<file path="src/hdl/cra_pkg.sv">
// shared types and constants for the contiguous region allocator
`default_nettype none
package cra_pkg;

  localparam int AddrW         = 21;
  localparam int OwnerW        = 32;
  localparam int MaxRegionsDef = 32;
  localparam int MaxReport     = 32;

  localparam logic [AddrW-1:0] TotalReset = AddrW'(1048576);

  typedef enum logic [1:0] {
    CmdRequest = 2'd0,
    CmdRelease = 2'd1,
    CmdCompact = 2'd2,
    CmdReport  = 2'd3
  } cmd_e;

  typedef enum logic [1:0] {
    StOk     = 2'd0,
    StNoHole = 2'd1,
    StFull   = 2'd2,
    StReport = 2'd3
  } status_e;

  localparam logic [1:0] StratFirst = 2'd0;
  localparam logic [1:0] StratBest  = 2'd1;
  localparam logic [1:0] StratWorst = 2'd2;

  typedef struct packed {
    logic [AddrW-1:0]  lo;
    logic [AddrW-1:0]  hi;
    logic [OwnerW-1:0] owner;
    logic              free;
  } entry_t;

  typedef struct packed {
    status_e           status;
    logic [AddrW-1:0]  lo;
    logic [AddrW-1:0]  hi;
    logic [OwnerW-1:0] owner;
    logic              free;
    logic              last;
  } result_t;

endpackage
`default_nettype wire

</file>
<file path="src/hdl/cra_table.sv">
// region table memory with one write and one registered read port
`default_nettype none
module cra_table #(
  parameter int MaxRegions = cra_pkg::MaxRegionsDef
) (
  input  wire logic                          clk_i,
  input  wire logic                          rst_ni,
  input  wire logic                          init_i,
  input  wire logic [cra_pkg::AddrW-1:0]     total_i,
  input  wire logic                          rd_en_i,
  input  wire logic [$clog2(MaxRegions)-1:0] rd_addr_i,
  output cra_pkg::entry_t                    rd_data_o,
  input  wire logic                          wr_en_i,
  input  wire logic [$clog2(MaxRegions)-1:0] wr_addr_i,
  input  cra_pkg::entry_t                    wr_data_i
);
  import cra_pkg::*;

  entry_t mem [MaxRegions];
  entry_t ram_q;
  logic   pristine_q;
  logic   hit_q;
  entry_t init_entry;

  always_ff @(posedge clk_i) begin
    if (wr_en_i) begin
      mem[wr_addr_i] <= wr_data_i;
    end
    if (rd_en_i) begin
      ram_q <= mem[rd_addr_i];
    end
  end

  // entry zero reads as the whole memory, free, after reset or init until it is next written
  always_ff @(posedge clk_i or negedge rst_ni) begin
    if (!rst_ni) begin
      pristine_q <= 1'b1;
      hit_q      <= 1'b0;
    end else begin
      if (init_i) begin
        pristine_q <= 1'b1;
      end else if (wr_en_i && wr_addr_i == '0) begin
        pristine_q <= 1'b0;
      end
      if (rd_en_i) begin
        hit_q <= pristine_q && rd_addr_i == '0;
      end
    end
  end

  always_comb begin
    init_entry.lo    = '0;
    init_entry.hi    = total_i;
    init_entry.owner = '0;
    init_entry.free  = 1'b1;
    rd_data_o        = hit_q ? init_entry : ram_q;
  end

endmodule
`default_nettype wire

</file>
<file path="src/hdl/cra_ctrl.sv">
// command sequencer: scans, rewrites and reports the region table
`default_nettype none
module cra_ctrl #(
  parameter int MaxRegions = cra_pkg::MaxRegionsDef
) (
  input  wire logic                            clk_i,
  input  wire logic                            rst_ni,
  input  wire logic                            in_valid_i,
  input  wire logic [1:0]                      command_i,
  input  wire logic [cra_pkg::OwnerW-1:0]      owner_id_i,
  input  wire logic [cra_pkg::AddrW-1:0]       amount_i,
  input  wire logic [1:0]                      strategy_i,
  input  wire logic                            cfg_init_i,
  output logic                                 idle_o,
  output logic [$clog2(MaxRegions+1)-1:0]      count_o,
  output logic                                 rd_en_o,
  output logic [$clog2(MaxRegions)-1:0]        rd_addr_o,
  input  cra_pkg::entry_t                      rd_data_i,
  output logic                                 wr_en_o,
  output logic [$clog2(MaxRegions)-1:0]        wr_addr_o,
  output cra_pkg::entry_t                      wr_data_o,
  output logic                                 res_valid_o,
  output cra_pkg::result_t                     res_o,
  input  wire logic                            res_ready_i
);
  import cra_pkg::*;

  localparam int IdxW = $clog2(MaxRegions);
  localparam int CntW = $clog2(MaxRegions+1);

  typedef enum logic [3:0] {
    S_IDLE, S_SCAN, S_FIN, S_SHIFT, S_SPLIT1, S_SPLIT2, S_RES,
    S_RPT_RD, S_RPT_WAIT, S_RPT_OUT
  } state_e;

  state_e            state_q, state_d;
  cmd_e              cmd_q, cmd_d;
  logic [OwnerW-1:0] owner_q, owner_d;
  logic [AddrW-1:0]  amt_q, amt_d;
  logic [1:0]        strat_q, strat_d;
  logic [CntW-1:0]   count_q, count_d;
  logic [CntW-1:0]   ri_q, ri_d;
  logic [IdxW-1:0]   rix_q, rix_d;
  logic              rv_q, rv_d;
  logic [CntW-1:0]   wi_q, wi_d;
  logic              found_q, found_d;
  logic [IdxW-1:0]   ch_idx_q, ch_idx_d;
  logic [AddrW-1:0]  ch_len_q, ch_len_d;
  logic [AddrW-1:0]  ch_lo_q, ch_lo_d;
  logic [AddrW-1:0]  ch_hi_q, ch_hi_d;
  entry_t            acc_q, acc_d;
  logic              acc_v_q, acc_v_d;
  logic [AddrW-1:0]  pos_q, pos_d;
  logic [AddrW-1:0]  fsum_q, fsum_d;
  result_t           res_q, res_d;
  logic              res_v_q, res_v_d;

  entry_t            e;
  entry_t            ef;
  logic [AddrW-1:0]  len;
  logic              issue;
  logic [CntW-1:0]   rpt_n;
  logic [CntW-1:0]   ri_dec;

  assign idle_o      = state_q == S_IDLE;
  assign count_o     = count_q;
  assign res_valid_o = res_v_q;
  assign res_o       = res_q;

  always_comb begin
    state_d  = state_q;
    cmd_d    = cmd_q;
    owner_d  = owner_q;
    amt_d    = amt_q;
    strat_d  = strat_q;
    count_d  = count_q;
    ri_d     = ri_q;
    rix_d    = rix_q;
    rv_d     = 1'b0;
    wi_d     = wi_q;
    found_d  = found_q;
    ch_idx_d = ch_idx_q;
    ch_len_d = ch_len_q;
    ch_lo_d  = ch_lo_q;
    ch_hi_d  = ch_hi_q;
    acc_d    = acc_q;
    acc_v_d  = acc_v_q;
    pos_d    = pos_q;
    fsum_d   = fsum_q;
    res_d    = res_q;
    res_v_d  = res_v_q;

    rd_en_o   = 1'b0;
    rd_addr_o = ri_q[IdxW-1:0];
    wr_en_o   = 1'b0;
    wr_addr_o = wi_q[IdxW-1:0];
    wr_data_o = '0;
    issue     = 1'b0;
    ri_dec    = ri_q - CntW'(1);

    e   = rd_data_i;
    len = e.hi - e.lo;
    ef  = e;
    if (!e.free && e.owner == owner_q) begin
      ef.free  = 1'b1;
      ef.owner = '0;
    end
    rpt_n = (int'(count_q) > MaxReport) ? CntW'(MaxReport) : count_q;

    case (state_q)
      S_IDLE: begin
        if (in_valid_i) begin
          cmd_d   = cmd_e'(command_i);
          owner_d = owner_id_i;
          amt_d   = amount_i;
          strat_d = strategy_i;
          ri_d    = '0;
          wi_d    = '0;
          found_d = 1'b0;
          acc_v_d = 1'b0;
          pos_d   = '0;
          fsum_d  = '0;
          res_d   = '0;
          case (cmd_e'(command_i))
            CmdRequest: begin
              if (amount_i == '0 || (strategy_i != StratFirst &&
                  strategy_i != StratBest && strategy_i != StratWorst)) begin
                res_d.status = StNoHole;
                res_d.last   = 1'b1;
                res_v_d      = 1'b1;
                state_d      = S_RES;
              end else begin
                state_d = S_SCAN;
              end
            end
            CmdRelease, CmdCompact: state_d = S_SCAN;
            CmdReport:              state_d = S_RPT_RD;
            default:                state_d = S_IDLE;
          endcase
        end
      end

      S_SCAN: begin
        issue = ri_q < count_q;
        if (issue) begin
          rd_en_o = 1'b1;
          rix_d   = ri_q[IdxW-1:0];
          ri_d    = ri_q + CntW'(1);
        end
        rv_d = issue;
        if (rv_q) begin
          case (cmd_q)
            CmdRequest: begin
              if (e.free && len >= amt_q && (!found_q ||
                  (strat_q == StratBest && len < ch_len_q) ||
                  (strat_q == StratWorst && len > ch_len_q))) begin
                found_d  = 1'b1;
                ch_idx_d = rix_q;
                ch_len_d = len;
                ch_lo_d  = e.lo;
                ch_hi_d  = e.hi;
              end
            end
            CmdRelease: begin
              // a held entry absorbs following free neighbors before write-back
              if (acc_v_q && acc_q.free && ef.free) begin
                acc_d.hi = ef.hi;
              end else begin
                if (acc_v_q) begin
                  wr_en_o   = 1'b1;
                  wr_addr_o = wi_q[IdxW-1:0];
                  wr_data_o = acc_q;
                  wi_d      = wi_q + CntW'(1);
                end
                acc_d   = ef;
                acc_v_d = 1'b1;
              end
            end
            CmdCompact: begin
              if (e.free) begin
                fsum_d = fsum_q + len;
              end else begin
                wr_en_o         = 1'b1;
                wr_addr_o       = wi_q[IdxW-1:0];
                wr_data_o.lo    = pos_q;
                wr_data_o.hi    = pos_q + len;
                wr_data_o.owner = e.owner;
                wr_data_o.free  = 1'b0;
                wi_d            = wi_q + CntW'(1);
                pos_d           = pos_q + len;
              end
            end
            default: ;
          endcase
        end
        if (!issue && !rv_q) begin
          state_d = S_FIN;
        end
      end

      S_FIN: begin
        res_d      = '0;
        res_d.last = 1'b1;
        res_v_d    = 1'b1;
        state_d    = S_RES;
        case (cmd_q)
          CmdRequest: begin
            if (!found_q) begin
              res_d.status = StNoHole;
            end else if (ch_len_q == amt_q) begin
              wr_en_o         = 1'b1;
              wr_addr_o       = ch_idx_q;
              wr_data_o.lo    = ch_lo_q;
              wr_data_o.hi    = ch_lo_q + amt_q;
              wr_data_o.owner = owner_q;
              wr_data_o.free  = 1'b0;
              res_d.status    = StOk;
              res_d.lo        = ch_lo_q;
              res_d.hi        = ch_lo_q + amt_q;
              res_d.owner     = owner_q;
            end else if (count_q >= CntW'(MaxRegions)) begin
              res_d.status = StFull;
            end else begin
              res_v_d = 1'b0;
              ri_d    = count_q;
              state_d = S_SHIFT;
            end
          end
          CmdRelease: begin
            wr_en_o   = 1'b1;
            wr_addr_o = wi_q[IdxW-1:0];
            wr_data_o = acc_q;
            count_d   = wi_q + CntW'(1);
          end
          CmdCompact: begin
            if ((fsum_q != '0 || wi_q == '0) && wi_q < CntW'(MaxRegions)) begin
              wr_en_o         = 1'b1;
              wr_addr_o       = wi_q[IdxW-1:0];
              wr_data_o.lo    = pos_q;
              wr_data_o.hi    = pos_q + fsum_q;
              wr_data_o.owner = '0;
              wr_data_o.free  = 1'b1;
              count_d         = wi_q + CntW'(1);
            end else begin
              count_d = wi_q;
            end
          end
          default: ;
        endcase
      end

      S_SHIFT: begin
        // move entries above the chosen hole up by one, top first
        issue = ri_q > (CntW'(ch_idx_q) + CntW'(1));
        if (issue) begin
          rd_en_o   = 1'b1;
          rd_addr_o = ri_dec[IdxW-1:0];
          rix_d     = ri_dec[IdxW-1:0];
          ri_d      = ri_dec;
        end
        rv_d = issue;
        if (rv_q) begin
          wr_en_o   = 1'b1;
          wr_addr_o = rix_q + IdxW'(1);
          wr_data_o = e;
        end
        if (!issue && !rv_q) begin
          state_d = S_SPLIT1;
        end
      end

      S_SPLIT1: begin
        wr_en_o         = 1'b1;
        wr_addr_o       = ch_idx_q + IdxW'(1);
        wr_data_o.lo    = ch_lo_q + amt_q;
        wr_data_o.hi    = ch_hi_q;
        wr_data_o.owner = '0;
        wr_data_o.free  = 1'b1;
        state_d         = S_SPLIT2;
      end

      S_SPLIT2: begin
        wr_en_o         = 1'b1;
        wr_addr_o       = ch_idx_q;
        wr_data_o.lo    = ch_lo_q;
        wr_data_o.hi    = ch_lo_q + amt_q;
        wr_data_o.owner = owner_q;
        wr_data_o.free  = 1'b0;
        count_d         = count_q + CntW'(1);
        res_d.status    = StOk;
        res_d.lo        = ch_lo_q;
        res_d.hi        = ch_lo_q + amt_q;
        res_d.owner     = owner_q;
        res_d.free      = 1'b0;
        res_d.last      = 1'b1;
        res_v_d         = 1'b1;
        state_d         = S_RES;
      end

      S_RES: begin
        if (res_ready_i) begin
          res_v_d = 1'b0;
          state_d = S_IDLE;
        end
      end

      S_RPT_RD: begin
        rd_en_o = 1'b1;
        ri_d    = ri_q + CntW'(1);
        state_d = S_RPT_WAIT;
      end

      S_RPT_WAIT: begin
        res_d.status = StReport;
        res_d.lo     = e.lo;
        res_d.hi     = e.hi;
        res_d.owner  = e.free ? '0 : e.owner;
        res_d.free   = e.free;
        res_d.last   = ri_q == rpt_n;
        res_v_d      = 1'b1;
        state_d      = S_RPT_OUT;
      end

      S_RPT_OUT: begin
        if (res_ready_i) begin
          res_v_d = 1'b0;
          state_d = res_q.last ? S_IDLE : S_RPT_RD;
        end
      end

      default: state_d = S_IDLE;
    endcase

    if (cfg_init_i) begin
      count_d = CntW'(1);
    end
  end

  always_ff @(posedge clk_i or negedge rst_ni) begin
    if (!rst_ni) begin
      state_q <= S_IDLE;
      count_q <= CntW'(1);
      rv_q    <= 1'b0;
      res_v_q <= 1'b0;
      found_q <= 1'b0;
      acc_v_q <= 1'b0;
    end else begin
      state_q <= state_d;
      count_q <= count_d;
      rv_q    <= rv_d;
      res_v_q <= res_v_d;
      found_q <= found_d;
      acc_v_q <= acc_v_d;
    end
  end

  always_ff @(posedge clk_i) begin
    cmd_q    <= cmd_d;
    owner_q  <= owner_d;
    amt_q    <= amt_d;
    strat_q  <= strat_d;
    ri_q     <= ri_d;
    rix_q    <= rix_d;
    wi_q     <= wi_d;
    ch_idx_q <= ch_idx_d;
    ch_len_q <= ch_len_d;
    ch_lo_q  <= ch_lo_d;
    ch_hi_q  <= ch_hi_d;
    acc_q    <= acc_d;
    pos_q    <= pos_d;
    fsum_q   <= fsum_d;
    res_q    <= res_d;
  end

endmodule
`default_nettype wire

</file>
<file path="src/hdl/contiguous_region_allocator.sv">
// contiguous region allocator top level: config register, output register, table, sequencer
//
//   channel  direction  handshake                  transaction payload
//   in       input      in_valid_i / in_stall_o    command, owner_id, amount, strategy
//   out      output     out_valid_o / out_stall_i  status, region bounds, owner, free, last
//   cfg      input      cfg_valid_i / cfg_ready_o  total_size
//
// one command at a time; release, compact and a valid request scan the table through its single
// read port, and a split request also shifts the entries above the chosen hole up by one.
// a report reads each region in turn, then presents it and waits out any output stall.
// after reset the table holds one free region [0, 1048576); a config write reloads it.
// a result waits in the output register while the next command is taken.
`default_nettype none
module contiguous_region_allocator #(
  parameter int MaxRegions = cra_pkg::MaxRegionsDef
) (
  input  wire logic                       clk_i,
  input  wire logic                       rst_ni,
  input  wire logic                       in_valid_i,
  output logic                            in_stall_o,
  input  wire logic [1:0]                 command_i,
  input  wire logic [cra_pkg::OwnerW-1:0] owner_id_i,
  input  wire logic [cra_pkg::AddrW-1:0]  amount_i,
  input  wire logic [1:0]                 strategy_i,
  input  wire logic                       cfg_valid_i,
  output logic                            cfg_ready_o,
  input  wire logic [cra_pkg::AddrW-1:0]  total_size_i,
  output logic                            out_valid_o,
  input  wire logic                       out_stall_i,
  output logic [1:0]                      status_o,
  output logic [cra_pkg::AddrW-1:0]       region_start_o,
  output logic [cra_pkg::AddrW-1:0]       region_end_o,
  output logic [cra_pkg::OwnerW-1:0]      region_owner_o,
  output logic                            region_free_o,
  output logic                            last_o
);
  import cra_pkg::*;

  localparam int IdxW = $clog2(MaxRegions);
  localparam int CntW = $clog2(MaxRegions+1);

  logic [AddrW-1:0] total_q;
  result_t          out_q;
  logic             out_v_q;
  logic             cfg_fire;
  logic             idle;
  logic [CntW-1:0]  count;
  logic             rd_en;
  logic [IdxW-1:0]  rd_addr;
  entry_t           rd_data;
  logic             wr_en;
  logic [IdxW-1:0]  wr_addr;
  entry_t           wr_data;
  logic             res_valid;
  result_t          res;
  logic             res_ready;

  assign in_stall_o  = !idle;
  // a command offered in the same cycle goes first
  assign cfg_ready_o = idle && !in_valid_i;
  assign cfg_fire    = cfg_valid_i && cfg_ready_o;
  assign res_ready   = !out_v_q || !out_stall_i;

  always_ff @(posedge clk_i or negedge rst_ni) begin
    if (!rst_ni) begin
      total_q <= TotalReset;
      out_v_q <= 1'b0;
    end else begin
      if (cfg_fire) begin
        total_q <= total_size_i;
      end
      if (res_valid && res_ready) begin
        out_v_q <= 1'b1;
      end else if (!out_stall_i) begin
        out_v_q <= 1'b0;
      end
    end
  end

  always_ff @(posedge clk_i) begin
    if (res_valid && res_ready) begin
      out_q <= res;
    end
  end

  assign out_valid_o    = out_v_q;
  assign status_o       = out_q.status;
  assign region_start_o = out_q.lo;
  assign region_end_o   = out_q.hi;
  assign region_owner_o = out_q.owner;
  assign region_free_o  = out_q.free;
  assign last_o         = out_q.last;

  cra_table #(.MaxRegions(MaxRegions)) u_table (
    .clk_i     (clk_i),
    .rst_ni    (rst_ni),
    .init_i    (cfg_fire),
    .total_i   (total_q),
    .rd_en_i   (rd_en),
    .rd_addr_i (rd_addr),
    .rd_data_o (rd_data),
    .wr_en_i   (wr_en),
    .wr_addr_i (wr_addr),
    .wr_data_i (wr_data)
  );

  cra_ctrl #(.MaxRegions(MaxRegions)) u_ctrl (
    .clk_i       (clk_i),
    .rst_ni      (rst_ni),
    .in_valid_i  (in_valid_i),
    .command_i   (command_i),
    .owner_id_i  (owner_id_i),
    .amount_i    (amount_i),
    .strategy_i  (strategy_i),
    .cfg_init_i  (cfg_fire),
    .idle_o      (idle),
    .count_o     (count),
    .rd_en_o     (rd_en),
    .rd_addr_o   (rd_addr),
    .rd_data_i   (rd_data),
    .wr_en_o     (wr_en),
    .wr_addr_o   (wr_addr),
    .wr_data_o   (wr_data),
    .res_valid_o (res_valid),
    .res_o       (res),
    .res_ready_i (res_ready)
  );

`ifndef NO_ASSERTIONS
  a_count_range: assert property (@(posedge clk_i) disable iff (!rst_ni)
    count != '0 && count <= CntW'(MaxRegions))
    else $error("region count out of range");

  a_idle_no_result: assert property (@(posedge clk_i) disable iff (!rst_ni)
    idle |-> !res_valid)
    else $error("result pending while sequencer idle");

  a_single_last: assert property (@(posedge clk_i) disable iff (!rst_ni)
    out_valid_o && status_o != StReport |-> last_o)
    else $error("command result without last");
`endif

endmodule
`default_nettype wire

</file>
<file path="config.mk">
export PLATFORM = sky130hd
export DESIGN_NAME = contiguous_region_allocator
export DESIGN_NICKNAME = d
export VERILOG_FILES = /design/src/hdl/cra_pkg.sv /design/src/hdl/cra_table.sv /design/src/hdl/cra_ctrl.sv /design/src/hdl/contiguous_region_allocator.sv
export SDC_FILE = /design/constraint.sdc
export NUM_CORES = 2
export LEC_CHECK = 0
export ABC_CLOCK_PERIOD_IN_PS = 11520
export BUFFER_PORTS_ARGS = -buffer_cell sky130_fd_sc_hd__buf_4
export CELL_PAD_IN_SITES_DETAIL_PLACEMENT = 1
export CELL_PAD_IN_SITES_GLOBAL_PLACEMENT = 1
export CORE_UTILIZATION = 33
export CTS_CLUSTER_DIAMETER = 120
export DETAILED_ROUTE_END_ITERATION = 8
export PLACE_DENSITY = 0.6
export SYNTH_ARGS = -nofsm -noshare
export SYNTH_HDL_FRONTEND = slang
export SYNTH_SLANG_ARGS = --single-unit
</file>
<file path="constraint.sdc">
create_clock -name clk_i -period 11.52 [get_ports clk_i]
set_input_delay 1.152 -clock clk_i [delete_from_list [all_inputs] [get_ports clk_i]]
set_output_delay 1.152 -clock clk_i [all_outputs]
set_load 0.05 [all_outputs]
</file>
==> impl_results.md <==
- Status: finished clean
- Clock skew: 0.07498 ns
- Global placer's final weighted congestion: about 0.88
- Post-synth top flop: edfxtp_1
- Synth top cells by count: edfxtp_1, mux2i_1, nand2_1
- Cell Rows: 224
- Crit path top cell by count: o21ai_0
- Clock-pin slew on the worst setup and hold paths: 0.06 ns
- Die Width: 615.2 microns
- Crit path DAT: 8.37 ns
- Max incr delay on CP: 0.98 ns
- Final min period: 7.906 ns
- Area added between synthesis and finish: 14.14%
- Synth Area in XOR/XNOR: 0.009932
- Type of origin of the critical path: flop
- Die footprint: 378500 sq um
- Register area: 87740 sq um
- I/O pin total: 164
- Die height: 615.2 microns
- Peak supply drop: 342.8 uV
- Design area: 141600 sq um
- Fill count: 37270
- TritonRoute pass-1 iters: 7
- H-tree depth: 5
- Total Power: 46.05 mW
- Multi-input logic area: 34330 sq um
- Post-route ant nets: 0
- Synth cell types: 95
- Hpwl dp: 228400 microns
- Max clock buf depth: 4
- Largest cells by area after synthesis: edfxtp_1, mux2i_1, mux4_2
- Global-route wire length before repair: 555200 microns
- Via count: 72910
- Yosys warns: 0
- Kind of critical path: flop to flop
- Aggregate global-route resource usage: 0.2015
- CTS Sinks: 2928
- Final count of pins violating max slew: 0
- GRT overflow: 0
- Setup Total Neg Slack: 0 ns
- CP top delay family: compound AO/OA/AOI/OAI gates
- Fin. Hold Viols: 0
- Post-synthesis mux area share: 0.1177
- Worst r2r path cells: 20
- #FFs+latches synth: 2928
- Mapped cell area: approximately 120000 sq um
- Largest net degree at the start of global routing: ~150
- Core area: 373300 sq um
- Max Cap Violations: 0
- Final net count: 8050
- Wire per inst: a little over 30 microns
- Crit. End Element: flop
- Initial antenna violation count: 20
- CTS Buf Count: 313
- CTS root buf: clkbuf_16
- Cts hold-fix bufs: 0
- DRC viols: 0
- CP Buf/Inv Count: 2
- Synth Area per Inst: 16.47 sq um
- Number of buffers added on ports: 163
- Final setup violation count: 0
- DRT iter0 DRCs: 7838
- Vias in the first global route: between 70000 and 80000
- Synth Area in Adders: 0.01754
- Asr flop ratio synth: 0.01298
- Area leader, netlist: edfxtp_1
- Synth top area share: 0.6994
- Count leader, synth: edfxtp_1
- Share of cells above drive strength 1: 0.1551
- Worst path slowest cell: o2111a_4
- Post-CTS setup buffer count: 0
- Simple-Gate Fraction of Synth Area: 0.05144
- TritonCTS clock tree: built
- Slew headroom: 0.07284
- CP Cell Sequence: buf_4 > nor2b_1 > inv_1 > ha_1 > nor2b_1 > o21ai_0 > a21boi_0 > o41a_1 > o311ai_0 > o21ai_0 > a31o_2 > a21oi_1 > xnor2_1 > ha_1 > a21o_1 > a21oi_1 > o21ai_0 > or3b_2 > o211ai_1 > o2111a_4
- Detailed Route WL: a little under 400000 microns
- Worst-Skew Late Latency: between 0.8 and 0.9 ns
- Crit Path Max Fanout: 68
- Post-synthesis sequential area ratio: 0.7071
- Post-CTS sizing: 0
- Drt via density: 5.601
- Cells after Synth: roughly 7500
- Worst hold path class: input pin to async pin
- Max Fclk: 0.1265 GHz
- Worst-Margin Slew: between 1 and 1.5 ns
- Synth Area in Compound Gates: 0.07399
- RSZ-0062 raised after global routing: false
- EDFF count, synth: 2890
- Critical Path RT: between 10 and 15 ns
- Synth Net Count: 7786
- Starting density of the core: 0.3324
- WP depth: 20
- Largest family of logic cells by synthesized area: multiplexers
- Leakage: 47.97 nW
- Pwr Density: 325.1 nW/um^2
- Fin crit share: 0.6863
- Area after DPL: 131800 sq um
[where the power goes]
| part | leakage (nW) | internal (mW) | total [mW] | switching [mW] |
|---|---|---|---|---|
| logic | 16.0 | 7.50 | 21.1 | 13.6 |
| registers | 27.2 | 14.3 | 15.1 | 0.798 |
| clock network | 4.78 | 5.60 | 9.82 | 4.22 |
| total | 48.0 | 27.4 | 46.0 | 18.6 |
[sequential cells by signal, summed over array words and instances (netlist names), 5 cells and up]
register,cells
u_table.mem,2400
u_ctrl.res_o,78
u_ctrl.acc_q,75
u_table.ram_q,75
region_owner_o,32
u_ctrl.owner_q,32
region_end_o,21
region_start_o,21
total_q,21
u_ctrl.amt_q,21
u_ctrl.ch_hi_q,21
u_ctrl.ch_len_q,21
u_ctrl.ch_lo_q,21
u_ctrl.fsum_q,21
u_ctrl.pos_q,21
u_ctrl.count_o,6
u_ctrl.ri_q,6
u_ctrl.wi_q,6
u_ctrl.ch_idx_q,5
u_ctrl.rix_q,5
[cell usage in the layout (no fill, tap or decap), drive strengths merged, types with 14 or more instances in the layout]
| cell | synthesis | routed |
|---|---|---|
| edfxtp | 2890 | 2890 |
| mux2i | 911 | 911 |
| nand2 | 577 | 577 |
| buf | 192 | 383 |
| clkbuf | 242 | 382 |
| mux4 | 225 | 225 |
| nor2 | 196 | 196 |
| nand3 | 191 | 191 |
| a211oi | 171 | 171 |
| ha | 166 | 166 |
| o21ai | 159 | 159 |
| a22o | 151 | 151 |
| a311oi | 150 | 150 |
| inv | 124 | 136 |
| clkinv | 1 | 131 |
| a21oi | 121 | 121 |
| and2 | 117 | 117 |
| xnor2 | 79 | 79 |
| a222oi | 76 | 76 |
| a32oi | 65 | 65 |
| xor2 | 59 | 59 |
| and3 | 55 | 55 |
| a21o | 54 | 54 |
| nor3 | 51 | 51 |
| nor2b | 51 | 51 |
| mux2 | 37 | 37 |
| o221ai | 37 | 37 |
| dfrtp | 35 | 35 |
| a31oi | 28 | 28 |
| nand2b | 25 | 25 |
| bufinv | 0 | 22 |
| o21a | 21 | 21 |
| o211ai | 20 | 20 |
| nor4 | 19 | 19 |
| a22oi | 19 | 19 |
| a221oi | 18 | 18 |
| nand4 | 15 | 15 |
| o22ai | 14 | 14 |
[layout make-up]
type                    count  share of cell area
flip-flops and latches   2928              0.6195
multi-input cells        4045              0.2424
clock buffers             382             0.05825
diodes                      4          0.00007067
clock inverters           177             0.01076
well taps                4972             0.04392
repair buffers            383             0.02185
inverters                 125            0.003313
[per-stage QoR]
step	util	worst slack, ns	cells	hold WS, ns
2_1_floorplan	-	4.007	7532	0.4003
3_3_place_gp	0.3531	3.592	12450	0.4011
3_5_place_dp	0.3531	3.544	12450	0.4052
4_1_cts	0.3793	3.533	13010	0.3143
5_1_grt	0.3794	3.176	13010	0.3373
6_report	0.3794	3.614	13020	0.3395
[cells by family after synthesis]
kind of cell,Yosys count
multiplexers,1173
buffers and inverters,559
adder cells (fa/ha/maj),171
XOR/XNOR,139
AND/OR/NAND/NOR,1355
AO/OA/AOI/OAI,1207
flip-flops,2928
[final timing paths]
check,startpoint,endpoint,slack (ns)
min in group clk_i,u_ctrl.res_o[9]$_DFFE_PP_,region_owner_o[7]$_DFFE_PP_,0.40
max in group asynchronous,rst_ni,u_table.hit_q$_DFFE_PN0P_,10.59
setup reg to reg,u_table.hit_q$_DFFE_PN0P_,u_ctrl.ch_lo_q[9]$_DFFE_PP_,3.61
hold reg to reg,u_ctrl.res_o[9]$_DFFE_PP_,region_owner_o[7]$_DFFE_PP_,0.40
hold / removal,rst_ni,u_ctrl.found_q$_DFFE_PN0P_,0.34
setup / recovery,u_table.hit_q$_DFFE_PN0P_,u_ctrl.ch_lo_q[9]$_DFFE_PP_,3.61
[worst register-to-register path, delay by kind of cell (launching register included)]
family | cells | cell delay (ns)
flops | 1 | 0.67
simple gates | 3 | 0.90
fa+ha+maj | 2 | 0.60
buf+inv | 2 | 0.76
compound gates | 12 | 4.17
xor+xnor | 1 | 0.33
[routing by layer]
metal,vias to the layer above,global-route usage,wire [microns]
met5,-,0,13
met4,2,0.05408,10530
met3,580,0.02657,24540
met2,2626,0.3323,186500
met1,38970,0.2796,172800
li1,30720,-,-
Note: power is estimated with default switching activity, not from simulation.
